`config.mk`:
```
export PLATFORM = sky130hd
export DESIGN_NAME = lease_semaphore_table_unit
export DESIGN_NICKNAME = d
export VERILOG_FILES = /design/src/design/lst_pkg.sv /design/src/design/lst_lock_slot.sv /design/src/design/lease_semaphore_table_unit.sv
export SDC_FILE = /design/constraint.sdc
export NUM_CORES = 2
export LEC_CHECK = 0
export BUFFER_PORTS_ARGS = -buffer_cell sky130_fd_sc_hd__buf_4
export CORE_AREA = 2 2 294 296
export DETAILED_ROUTE_END_ITERATION = 6
export DIE_AREA = 0 0 296 298
export PLACE_DENSITY = 0.47
export REMOVE_ABC_BUFFERS = 1
export SLEW_MARGIN = 30
export SYNTH_ARGS = -nofsm -noshare
export SYNTH_HDL_FRONTEND = slang
export SYNTH_SLANG_ARGS = --single-unit
```
`constraint.sdc`:
```
create_clock -name aclk -period 6.7 [get_ports aclk]
set_clock_uncertainty 0.2 [all_clocks]
set_input_delay 0.67 -clock aclk [delete_from_list [all_inputs] [get_ports aclk]]
set_output_delay 0.67 -clock aclk [all_outputs]
set_load 0.01 [all_outputs]
```
`src/design/lst_pkg.sv`:
```
// Shared types and constants for the lease semaphore table.
package lst_pkg;

    // Default sizes of the table.
    localparam int NUM_TYPES_DEF  = 8;
    localparam int ID_BITS_DEF    = 48;
    localparam int TIMER_BITS_DEF = 18;

    // Fixed field widths of the streaming payloads and registers.
    localparam int CMD_W     = 2;
    localparam int TYPE_W    = 8;
    localparam int REQ_ID_W  = 48;
    localparam int STATUS_W  = 2;
    localparam int HOLD_W    = 18;
    localparam int LTYPE_W   = 7;
    localparam int CFG_IDX_W = 2;
    localparam int S_DATA_W  = 64;
    localparam int M_DATA_W  = 16;

    // Register reset values.
    localparam logic [HOLD_W-1:0]  HOLD_RST      = HOLD_W'(3 * 1000);
    localparam logic [HOLD_W-1:0]  LONG_HOLD_RST = HOLD_W'(135 * 1000);
    localparam logic [LTYPE_W-1:0] LONG_TYPE_RST = '0;

    // Register indexes on the configuration port.
    localparam logic [CFG_IDX_W-1:0] REG_HOLD_TICKS      = 2'd0;
    localparam logic [CFG_IDX_W-1:0] REG_LONG_HOLD_TICKS = 2'd1;
    localparam logic [CFG_IDX_W-1:0] REG_LONG_HOLD_TYPE  = 2'd2;

    // Request commands.
    typedef enum logic [CMD_W-1:0] {
        CMD_ACQUIRE = 2'd0,
        CMD_RELEASE = 2'd1,
        CMD_TICK    = 2'd2,
        CMD_NONE    = 2'd3
    } lst_cmd_t;

    // Answer codes.
    typedef enum logic [STATUS_W-1:0] {
        ST_OK        = 2'd0,
        ST_BUSY      = 2'd1,
        ST_NOT_OWNER = 2'd2,
        ST_INVALID   = 2'd3
    } lst_status_t;

    // Per-slot control from the request decoder.
    typedef struct packed {
        logic acquire;
        logic release_req;
        logic tick;
    } lst_slot_ctrl_t;

    // Per-slot status back to the request decoder.
    typedef struct packed {
        logic held;
        logic owner_match;
    } lst_slot_stat_t;

endpackage

```
`src/design/lst_lock_slot.sv`:
```
// One lock of the table: held flag, owner identity and lease countdown.
module lst_lock_slot
    import lst_pkg::*;
#(
    parameter int ID_BITS    = ID_BITS_DEF,
    parameter int TIMER_BITS = TIMER_BITS_DEF
) (
    input  logic                  aclk,
    input  logic                  aresetn,
    input  lst_slot_ctrl_t        ctrl,
    input  logic [ID_BITS-1:0]    req_id,
    input  logic [TIMER_BITS-1:0] lease_len,
    output lst_slot_stat_t        stat
);

    logic                  held_reg,  held_next;
    logic [ID_BITS-1:0]    owner_reg, owner_next;
    logic [TIMER_BITS-1:0] lease_reg, lease_next;
    logic                  owner_match;

    assign owner_match      = (owner_reg == req_id);
    assign stat.held        = held_reg;
    assign stat.owner_match = owner_match;

    // Acquire, release and lease countdown.
    always_comb begin
        held_next  = held_reg;
        owner_next = owner_reg;
        lease_next = lease_reg;
        if (ctrl.acquire && !held_reg) begin
            held_next  = 1'b1;
            owner_next = req_id;
            lease_next = lease_len;
        end else if (ctrl.release_req && owner_match) begin
            held_next  = 1'b0;
            owner_next = '0;
            lease_next = '0;
        end else if (ctrl.tick && held_reg && (lease_reg != '0)) begin
            if (lease_reg == TIMER_BITS'(1)) begin
                held_next  = 1'b0;
                owner_next = '0;
                lease_next = '0;
            end else begin
                lease_next = lease_reg - TIMER_BITS'(1);
            end
        end
    end

    always_ff @(posedge aclk) begin
        if (!aresetn) begin
            held_reg  <= 1'b0;
            owner_reg <= '0;
            lease_reg <= '0;
        end else begin
            held_reg  <= held_next;
            owner_reg <= owner_next;
            lease_reg <= lease_next;
        end
    end

    // A free lock keeps no owner and no running lease.
    a_free_is_clear: assert property (@(posedge aclk) disable iff (!aresetn)
        !held_reg |-> (owner_reg == '0) && (lease_reg == '0))
        else $error("free lock holds owner or lease");

    // An acquire of a free lock takes it.
    a_acquire_takes: assert property (@(posedge aclk) disable iff (!aresetn)
        ctrl.acquire && !held_reg |=> held_reg && (owner_reg == $past(req_id)))
        else $error("acquire of free lock did not take it");

    // The last tick of a lease frees the lock.
    a_expiry_frees: assert property (@(posedge aclk) disable iff (!aresetn)
        ctrl.tick && held_reg && (lease_reg == TIMER_BITS'(1)) |=> !held_reg)
        else $error("expired lease did not free lock");

endmodule

```
`src/design/lease_semaphore_table_unit.sv`:
```
// Top level of the lease semaphore table: request decode, lock slots and result register.
//
// A table of NUM_TYPES ownership locks with lease timeouts. Each request
// (acquire, release or one-millisecond tick) is accepted on its handshake: the
// lock slots and the result register both update at the edge that accepts
// it. One request is taken every cycle while the result register is empty or
// its answer is being taken in the same cycle, so the block sustains one item
// per cycle; the result register alone sets that figure. Acquire and release
// give one answer each; ticks and command 3 give none, and lease expiries are
// silent. Configuration writes take effect at the next edge.
module lease_semaphore_table_unit
    import lst_pkg::*;
#(
    parameter int NUM_TYPES  = NUM_TYPES_DEF,
    parameter int ID_BITS    = ID_BITS_DEF,
    parameter int TIMER_BITS = TIMER_BITS_DEF
) (
    input  logic                 aclk,
    input  logic                 aresetn,
    // Configuration write port
    input  logic                 cfg_wr_en,
    input  logic [CFG_IDX_W-1:0] cfg_index,
    input  logic [HOLD_W-1:0]    cfg_wdata,
    // Request channel
    input  logic                 s_tvalid,
    output logic                 s_tready,
    input  logic [S_DATA_W-1:0]  s_tdata,   // command[1:0], lock_type[9:2], requester_id[57:10]
    // Answer channel
    output logic                 m_tvalid,
    input  logic                 m_tready,
    output logic [M_DATA_W-1:0]  m_tdata,   // status[1:0], echo_type[9:2]
    output logic                 m_tuser    // was_acquire[0]
);

    localparam logic [32:0] TimerMaxWide = (33'd1 << TIMER_BITS) - 33'd1;
    localparam logic [TIMER_BITS-1:0] TimerMax = '1;

    // Configuration registers
    logic [HOLD_W-1:0]  hold_ticks_reg;
    logic [HOLD_W-1:0]  long_hold_ticks_reg;
    logic [LTYPE_W-1:0] long_hold_type_reg;

    always_ff @(posedge aclk) begin
        if (!aresetn) begin
            hold_ticks_reg      <= HOLD_RST;
            long_hold_ticks_reg <= LONG_HOLD_RST;
            long_hold_type_reg  <= LONG_TYPE_RST;
        end else if (cfg_wr_en) begin
            case (cfg_index)
                REG_HOLD_TICKS:      hold_ticks_reg      <= cfg_wdata;
                REG_LONG_HOLD_TICKS: long_hold_ticks_reg <= cfg_wdata;
                REG_LONG_HOLD_TYPE:  long_hold_type_reg  <= cfg_wdata[LTYPE_W-1:0];
                default: ;
            endcase
        end
    end

    // Request fields; no transaction is taken while reset is held.
    lst_cmd_t           cmd;
    logic [TYPE_W-1:0]  lock_type;
    logic [ID_BITS-1:0] req_id;
    logic               accept;
    logic               type_valid;

    assign cmd        = lst_cmd_t'(s_tdata[1:0]);
    assign lock_type  = s_tdata[9:2];
    assign req_id     = ID_BITS'(s_tdata[57:10]);
    assign s_tready   = aresetn && (!m_tvalid || m_tready);
    assign accept     = s_tvalid && s_tready;
    assign type_valid = (lock_type != '0) && (32'(lock_type) <= 32'(NUM_TYPES));

    // Lease length for this type, zero taken as one and clipped to the counter.
    logic              use_long;
    logic [HOLD_W-1:0] len_raw;
    logic [TIMER_BITS-1:0] lease_len;

    always_comb begin
        use_long = (long_hold_type_reg != '0) && ({1'b0, long_hold_type_reg} == lock_type);
        len_raw  = use_long ? long_hold_ticks_reg : hold_ticks_reg;
        if (len_raw == '0) begin
            lease_len = TIMER_BITS'(1);
        end else if (33'(len_raw) > TimerMaxWide) begin
            lease_len = TimerMax;
        end else begin
            lease_len = TIMER_BITS'(len_raw);
        end
    end

    // Lock slots
    lst_slot_ctrl_t slot_ctrl [NUM_TYPES];
    lst_slot_stat_t slot_stat [NUM_TYPES];

    for (genvar i = 0; i < NUM_TYPES; i++) begin : g_slot
        logic sel;
        assign sel = (32'(lock_type) == 32'(i + 1));
        assign slot_ctrl[i].acquire     = accept && (cmd == CMD_ACQUIRE) && sel;
        assign slot_ctrl[i].release_req = accept && (cmd == CMD_RELEASE) && sel;
        assign slot_ctrl[i].tick        = accept && (cmd == CMD_TICK);

        lst_lock_slot #(
            .ID_BITS    (ID_BITS),
            .TIMER_BITS (TIMER_BITS)
        ) u_slot (
            .aclk      (aclk),
            .aresetn   (aresetn),
            .ctrl      (slot_ctrl[i]),
            .req_id    (req_id),
            .lease_len (lease_len),
            .stat      (slot_stat[i])
        );
    end

    // Status of the addressed slot and the answer code.
    logic        sel_held;
    logic        sel_match;
    lst_status_t status;

    always_comb begin
        sel_held  = 1'b0;
        sel_match = 1'b0;
        for (int i = 0; i < NUM_TYPES; i++) begin
            if (32'(lock_type) == 32'(i + 1)) begin
                sel_held  = slot_stat[i].held;
                sel_match = slot_stat[i].owner_match;
            end
        end
        if (!type_valid) begin
            status = ST_INVALID;
        end else if (cmd == CMD_ACQUIRE) begin
            status = sel_held ? ST_BUSY : ST_OK;
        end else begin
            status = sel_match ? ST_OK : ST_NOT_OWNER;
        end
    end

    // Result register
    logic               m_valid_reg, m_valid_next;
    lst_status_t        status_reg;
    logic [TYPE_W-1:0]  echo_type_reg;
    logic               was_acquire_reg;
    logic               has_result;

    assign has_result = (cmd == CMD_ACQUIRE) || (cmd == CMD_RELEASE);

    always_comb begin
        m_valid_next = m_valid_reg;
        if (accept) begin
            m_valid_next = has_result;
        end else if (m_tready) begin
            m_valid_next = 1'b0;
        end
    end

    always_ff @(posedge aclk) begin
        if (!aresetn) begin
            m_valid_reg <= 1'b0;
        end else begin
            m_valid_reg <= m_valid_next;
        end
    end

    always_ff @(posedge aclk) begin
        if (accept && has_result) begin
            status_reg      <= status;
            echo_type_reg   <= lock_type;
            was_acquire_reg <= (cmd == CMD_ACQUIRE);
        end
    end

    assign m_tvalid = m_valid_reg;
    assign m_tdata  = {{(M_DATA_W - STATUS_W - TYPE_W){1'b0}}, echo_type_reg, status_reg};
    assign m_tuser  = was_acquire_reg;

    // Every accepted acquire or release is answered in the next cycle.
    a_answer_follows: assert property (@(posedge aclk) disable iff (!aresetn)
        accept && has_result |=> m_valid_reg)
        else $error("accepted request left without answer");

    // Ticks and unused commands leave the answer channel empty.
    a_no_answer: assert property (@(posedge aclk) disable iff (!aresetn)
        accept && !has_result |=> !m_valid_reg)
        else $error("answer produced for tick or unused command");

    // An out-of-range type is answered as invalid.
    a_invalid_type: assert property (@(posedge aclk) disable iff (!aresetn)
        accept && has_result && !type_valid |=> status_reg == ST_INVALID)
        else $error("invalid type not reported");

endmodule

```
Word-level counts from Yosys, hierarchy flattened
Cells that the tools add are included.
{"block": "totals", "reg_bits": 591, "in_bits": 89}
{"block": "op_classes", "add_sub_neg": 8, "n_eq_ne": 29, "magnitude_cmp": 1, "reduce_logical": 108, "muxes": 119}
{"cell": "$mux 48", "count": 32}
{"cell": "$mux 18", "count": 34}
{"cell": "$eq 48x48->1", "count": 8}
{"cell": "$eq 18x1->1 const B", "count": 8}
{"cell": "$reduce_bool 18->1", "count": 8}
{"cell": "$sub 18x1->18 const B", "count": 8}
{"cell": "$logic_and 1x1->1", "count": 56}
{"cell": "$mux 1", "count": 51}
{"cell": "$reduce_bool 3->1", "count": 16}
{"cell": "$eq 8x3->1 const B", "count": 4}
{"cell": "$reduce_and 2->1", "count": 11}
{"cell": "$logic_not 18->1", "count": 1}
{"cell": "$eq 8x2->1 const B", "count": 2}
{"cell": "$logic_not 1->1", "count": 9}
{"cell": "$eq 7x8->1", "count": 1}
{"cell": "$eq 8x1->1 const B", "count": 1}
{"cell": "$eq 8x4->1 const B", "count": 1}
{"cell": "$le 8x4->1 const B", "count": 1}
{"cell": "$reduce_bool 8->1", "count": 1}
{"cell": "$reduce_bool 7->1", "count": 1}
{"cell": "$eq 2x1->1 const B", "count": 2}
{"cell": "$eq 2x2->1 const B", "count": 2}
{"cell": "$logic_not 2->1", "count": 2}
{"cell": "$mux 2", "count": 2}
{"cell": "2 further kinds", "count": 3}

Logic depth before layout (Yosys ltp)
{"block": "depth", "depth_word": 11, "depth_mapped": 12, "depth_no_buf": 10}

Hierarchy
Synthesis repeated with hierarchy kept, for this count alone.
{"block": "hier_totals", "hier_cells": 3172, "area_unflattened_um2": 30245.3}
{"module": "lst_lock_slot", "n_inst": 8, "area_each_um2": 3437.0, "cells_each": 357}
{"module": "lease_semaphore_table_unit", "n_inst": 1, "area_each_um2": 2748.9, "cells_each": 316}

Worst setup path before layout
No wires, ideal clock.
{"block": "synth_timing", "path_type": "input to register", "startpoint": "input port s_tdata[5]", "endpoint": "register g_slot[0].u_slot.held_reg", "required_time_ns": 6.369, "path_buffers": 3, "path_slack_ns": 3.462, "arrival_ns": 2.907, "setup_time_ns": 0.131, "cell_stages": 11, "path_cell_list": "buf_2 > nor2_1 > nand4_1 > or4_1 > or4_1 > o211ai_2 > a21oi_2 > buf_4 > buf_6 > nand2_1 > nand2_1"}
{"block": "synth_between", "elab_chain_cells": 5, "elab_cells_between_ends": 10}
{"element": "start, declared", "line_no": "lease_semaphore_table_unit.sv:27", "source": "input logic [S_DATA_W-1:0] s_tdata,"}
{"element": "$eq 8x1->1 (*)", "line_no": "lease_semaphore_table_unit.sv:95", "source": "assign sel = (32'(lock_type) == 32'(i + 1));"}
{"element": "$logic_and 1x1->1 (on tied branches)", "line_no": "lease_semaphore_table_unit.sv:97, lease_semaphore_table_unit.sv:96"}
{"element": "$logic_and 1x1->1 (on tied branches)", "line_no": "lst_lock_slot.sv:34, lst_lock_slot.sv:30"}
{"element": "$reduce_bool 3->1 (no source line) / $mux 1 (equally long branches)"}
{"element": "$reduce_and 2->1 (no source line) / $mux 1 (equally long branches)"}
{"element": "end signal, assigned", "line_no": "lst_lock_slot.sv:55", "source": "held_reg <= held_next;"}
{"element": "end, declared", "line_no": "lst_lock_slot.sv:16", "source": "logic held_reg, held_next;"}
Every way passes the cells marked *; elsewhere a longest branch is shown, timed or not.
A chain may end at the register's enable or synchronous reset.

Final worst setup path
{"block": "layout_timing", "startpoint": "input port s_tdata[6]", "endpoint": "register g_slot[5].u_slot.lease_reg[16]"}
{"block": "layout_between", "elab_chain_cells": 6, "elab_cells_between_ends": 13}
{"element": "$eq 7x8->1", "line_no": "lease_semaphore_table_unit.sv:78", "source": "use_long = (long_hold_type_reg != '0) && ({1'b0, long_hold_type_reg} == lock_type);"}
{"element": "$logic_and 1x1->1", "line_no": "lease_semaphore_table_unit.sv:78"}
{"element": "$mux 18", "line_no": "lease_semaphore_table_unit.sv:79", "source": "len_raw = use_long ? long_hold_ticks_reg : hold_ticks_reg;"}
{"element": "$logic_not 18->1", "line_no": "lease_semaphore_table_unit.sv:80", "source": "if (len_raw == '0) begin"}
{"element": "$mux 18", "line_no": "lease_semaphore_table_unit.sv:80"}
{"element": "$mux 18", "line_no": "lst_lock_slot.sv:30", "source": "if (ctrl.acquire && !held_reg) begin"}
{"element": "end signal, assigned", "line_no": "lst_lock_slot.sv:57", "source": "lease_reg <= lease_next;"}
{"element": "end, declared", "line_no": "lst_lock_slot.sv:18", "source": "logic [TIMER_BITS-1:0] lease_reg, lease_next;"}
Several ways; a longest one is shown, not always the timed one.

==> impl_metrics.tcl <==
set metrics [dict create \
    status "complete, no violations" \
    whs_ps 59.6 \
    max_freq_ghz 0.235 \
    fin_crit_ps 4260 \
    multi_input_area_um2 15700 \
    grt_max_degree 99 \
    synth_seq_area_share_pct 41.7 \
    numCtsBuffers 70 \
    grt_pass1_wl_um 162000 \
    synth_warnings 0 \
    num_io_pins 108 \
    yosys_register_bits 591 \
    fin_area_um2 32500 \
    grt_pass1_vias 24500 \
    rows 107 \
    min_period_over_period_pct 63.5 \
    fillerInstances 8738 \
    cp_max_fo 18 \
    via_count 26000 \
    ctsHtreeMaxLevel 3 \
    post_dp_cell_area_um2 30300 \
    worst_r2r_endpoint "g_slot[5].u_slot.lease_reg[16]" \
    ant_nets 0 \
    start_kind "primary input" \
    core_um2 84900 \
    dieWidth_um 296 \
    hold_buffers 0 \
    grtUsageTotal_pct 24.3 \
    syn_to_final_growth_pct 13.5 \
    crit_chain "buf_4 > nor4_4 > nand2_1 > nor3_1 > nand4_1 > o21ai_2 > or2_2 > o22ai_1 > or3_1" \
    port_buffers 95 \
    crit_arrival_ps 4550 \
    async_reset_ff_share_pct 0 \
    finalSetupViolCount 0 \
    dr.pass1.iters 6 \
    maxSlewViolCount 0 \
    synth_cell_types 82 \
    grt_setup_unrepaired "no" \
    routed_via_density 5.72 \
    hold_viol_final 0 \
    synthCells 3364 \
    cts_setup_buffers 0 \
    cp_slowest_cell "o21ai_2" \
    synth_edf_count 11 \
    synth_flop_cell "dfxtp_1" \
    wl_per_cell_um 24.1 \
    peakVddDrop_v 0.000186 \
    final_core_util_pct 38.3 \
    hold_depth 1 \
    hold_path_startpoint "s_tdata[6]" \
    ctsResizeCount 0 \
    finalPower_w 0.00787 \
    power.density_nw_per_um2 242 \
    drt-initial-drc-count 2164 \
    slew_headroom_pct 33.4 \
    cp.required_ps 7000 \
    endpoint_kind "flop" \
    start_util_pct 33.8 \
    worstMarginPinSlew_ps 990 \
    drive_above_1_share_pct 9.39 \
    mostFrequentLayoutCell "dfxtp_1" \
    clk_latency_ps 650 \
    reg2reg_slack_ps 2450 \
    cts_root_buffer "clkbuf_16" \
    cts_sinks 591 \
    final_net_count 3448 \
    clockBufferDepth 3 \
    syn_area_um2 28700 \
    synth.avg_cell_area_um2 8.52 \
    drc_errors 0 \
    whs_endpoint "echo_type_reg[4]" \
    crit-reg2reg-launch "g_slot[5].u_slot.owner_reg[18]" \
    p_leak_nw 12.3 \
    dp_hpwl_um 72900 \
    die_h_um 298 \
    place_congestion 0.876 \
    hp-class "primary input to flop" \
    wirelength_um 110000 \
    path_class "primary input to flop" \
    clk_pin_slew_ps 60 \
    max-cap-violations 0 \
    grt_remaining_overflow 0 \
    largest_reg_flops 384 \
    max_stage_delay_ps 860 \
    tritoncts "built" \
    register_area_um2 11900 \
    final_cell_mix "dfxtp_1, nand2_1, o21ai_0, nor2_1, xnor2_1" \
    antenna_found_initial 2 \
    worstRegToRegCells 8 \
    die_area_um2 88200 \
]
-- through the flow --
step / setup TNS (ps) / cells / worst slack (ps)
floorplan: -17640 / 3128 / -357
global placement: 0 / 4414 / 1840
detailed placement: 0 / 4415 / 1820
CTS: 0 / 4541 / 2430
global route: 0 / 4541 / 2270
finish: 0 / 4543 / 2440
-- worst max-delay path: cells and delay by family --
kind	cells	cell delay, ps
buf+inv	1	130
simple gates	6	2750
compound gates	2	980
-- cell families after synthesis --
family	count (synthesis)	synth area share (%)
and+or+nand+nor	1180	19.9
AOI/OAI and AO/OA	867	20.1
DFF	591	41.7
xor gates and xnor gates	403	12.3
buffers and inverters	277	4.25
muxes	29	1.04
adders and majority gates	16	0.698
other	1	0.0131
-- power breakdown --
group	total [W]	switching [W]	internal [W]
logic	0.000551	0.000404	0.000148
clock network	0.00377	0.00162	0.00215
registers	0.00355	0.0000109	0.00354
total	0.00787	0.00203	0.00584
-- layout make-up --
class,count,share of cell area (%)
clock buffer,101,6.20
clock inverter,25,0.653
timing repair buffer,143,3.37
antenna,2,0.0154
tap,1144,4.40
sequential,591,36.7
multi-input combinational,2501,48.2
inverter,36,0.431
-- how the worst max path moves through the flow --
stage                                               from  slack (ps)  depth (start not counted)                             end
after floorplan                               s_tdata[6]        -360                          6   g_slot[2].u_slot.owner_reg[0]
after global placement                       s_tdata[48]        1840                          9  g_slot[5].u_slot.lease_reg[16]
after detailed placement                     s_tdata[48]        1820                          9  g_slot[5].u_slot.lease_reg[16]
after CTS                 g_slot[5].u_slot.owner_reg[18]        2430                          8  g_slot[5].u_slot.lease_reg[16]
after global routing                             aresetn        2270                         11  g_slot[3].u_slot.owner_reg[41]
final                                         s_tdata[6]        2440                          9  g_slot[5].u_slot.lease_reg[16]
-- routing by layer --
| layer | vias up | wire (um) | GRT usage [%] |
|---|---|---|---|
| met3 | 190 | 6040 | 3.30 |
| met1 | 12800 | 48400 | 32.6 |
| met5 | - | 0 | 0 |
| met4 | 0 | 3820 | 8.62 |
| li1 | 12100 | - | - |
| met2 | 862 | 51300 | 39.8 |
-- synth_stat cells, types with 12 or more instances --
| cell | instances | area share [%] |
|---|---|---|
| dfxtp_1 | 580 | 41 |
| nand2_1 | 418 | 5.5 |
| o21ai_0 | 317 | 5.5 |
| nor2_1 | 243 | 3.2 |
| xnor2_1 | 218 | 6.7 |
| xor2_1 | 185 | 5.7 |
| clkbuf_1 | 131 | 1.7 |
| a21oi_1 | 106 | 1.9 |
| a22oi_1 | 106 | 2.8 |
| nand4_1 | 97 | 2.1 |
| nor4_1 | 96 | 2.1 |
| nor3_1 | 85 | 1.5 |
| buf_2 | 81 | 1.4 |
| nand3_1 | 67 | 1.2 |
| o2bb2ai_1 | 63 | 1.9 |
| o22ai_1 | 48 | 1.0 |
| a2bb2o_1 | 47 | 1.6 |
| or3_1 | 45 | 0.98 |
| inv_1 | 36 | 0.47 |
| a32o_1 | 27 | 0.94 |
| or4_1 | 27 | 0.71 |
| mux2i_1 | 22 | 0.77 |
| a22o_1 | 18 | 0.55 |
| o32ai_1 | 17 | 0.52 |
| ha_1 | 16 | 0.70 |
| nor2b_1 | 16 | 0.35 |
| nand2b_1 | 15 | 0.33 |
| o21ai_1 | 13 | 0.23 |
| buf_4 | 12 | 0.31 |
Power figures use the tool's default switching activity.
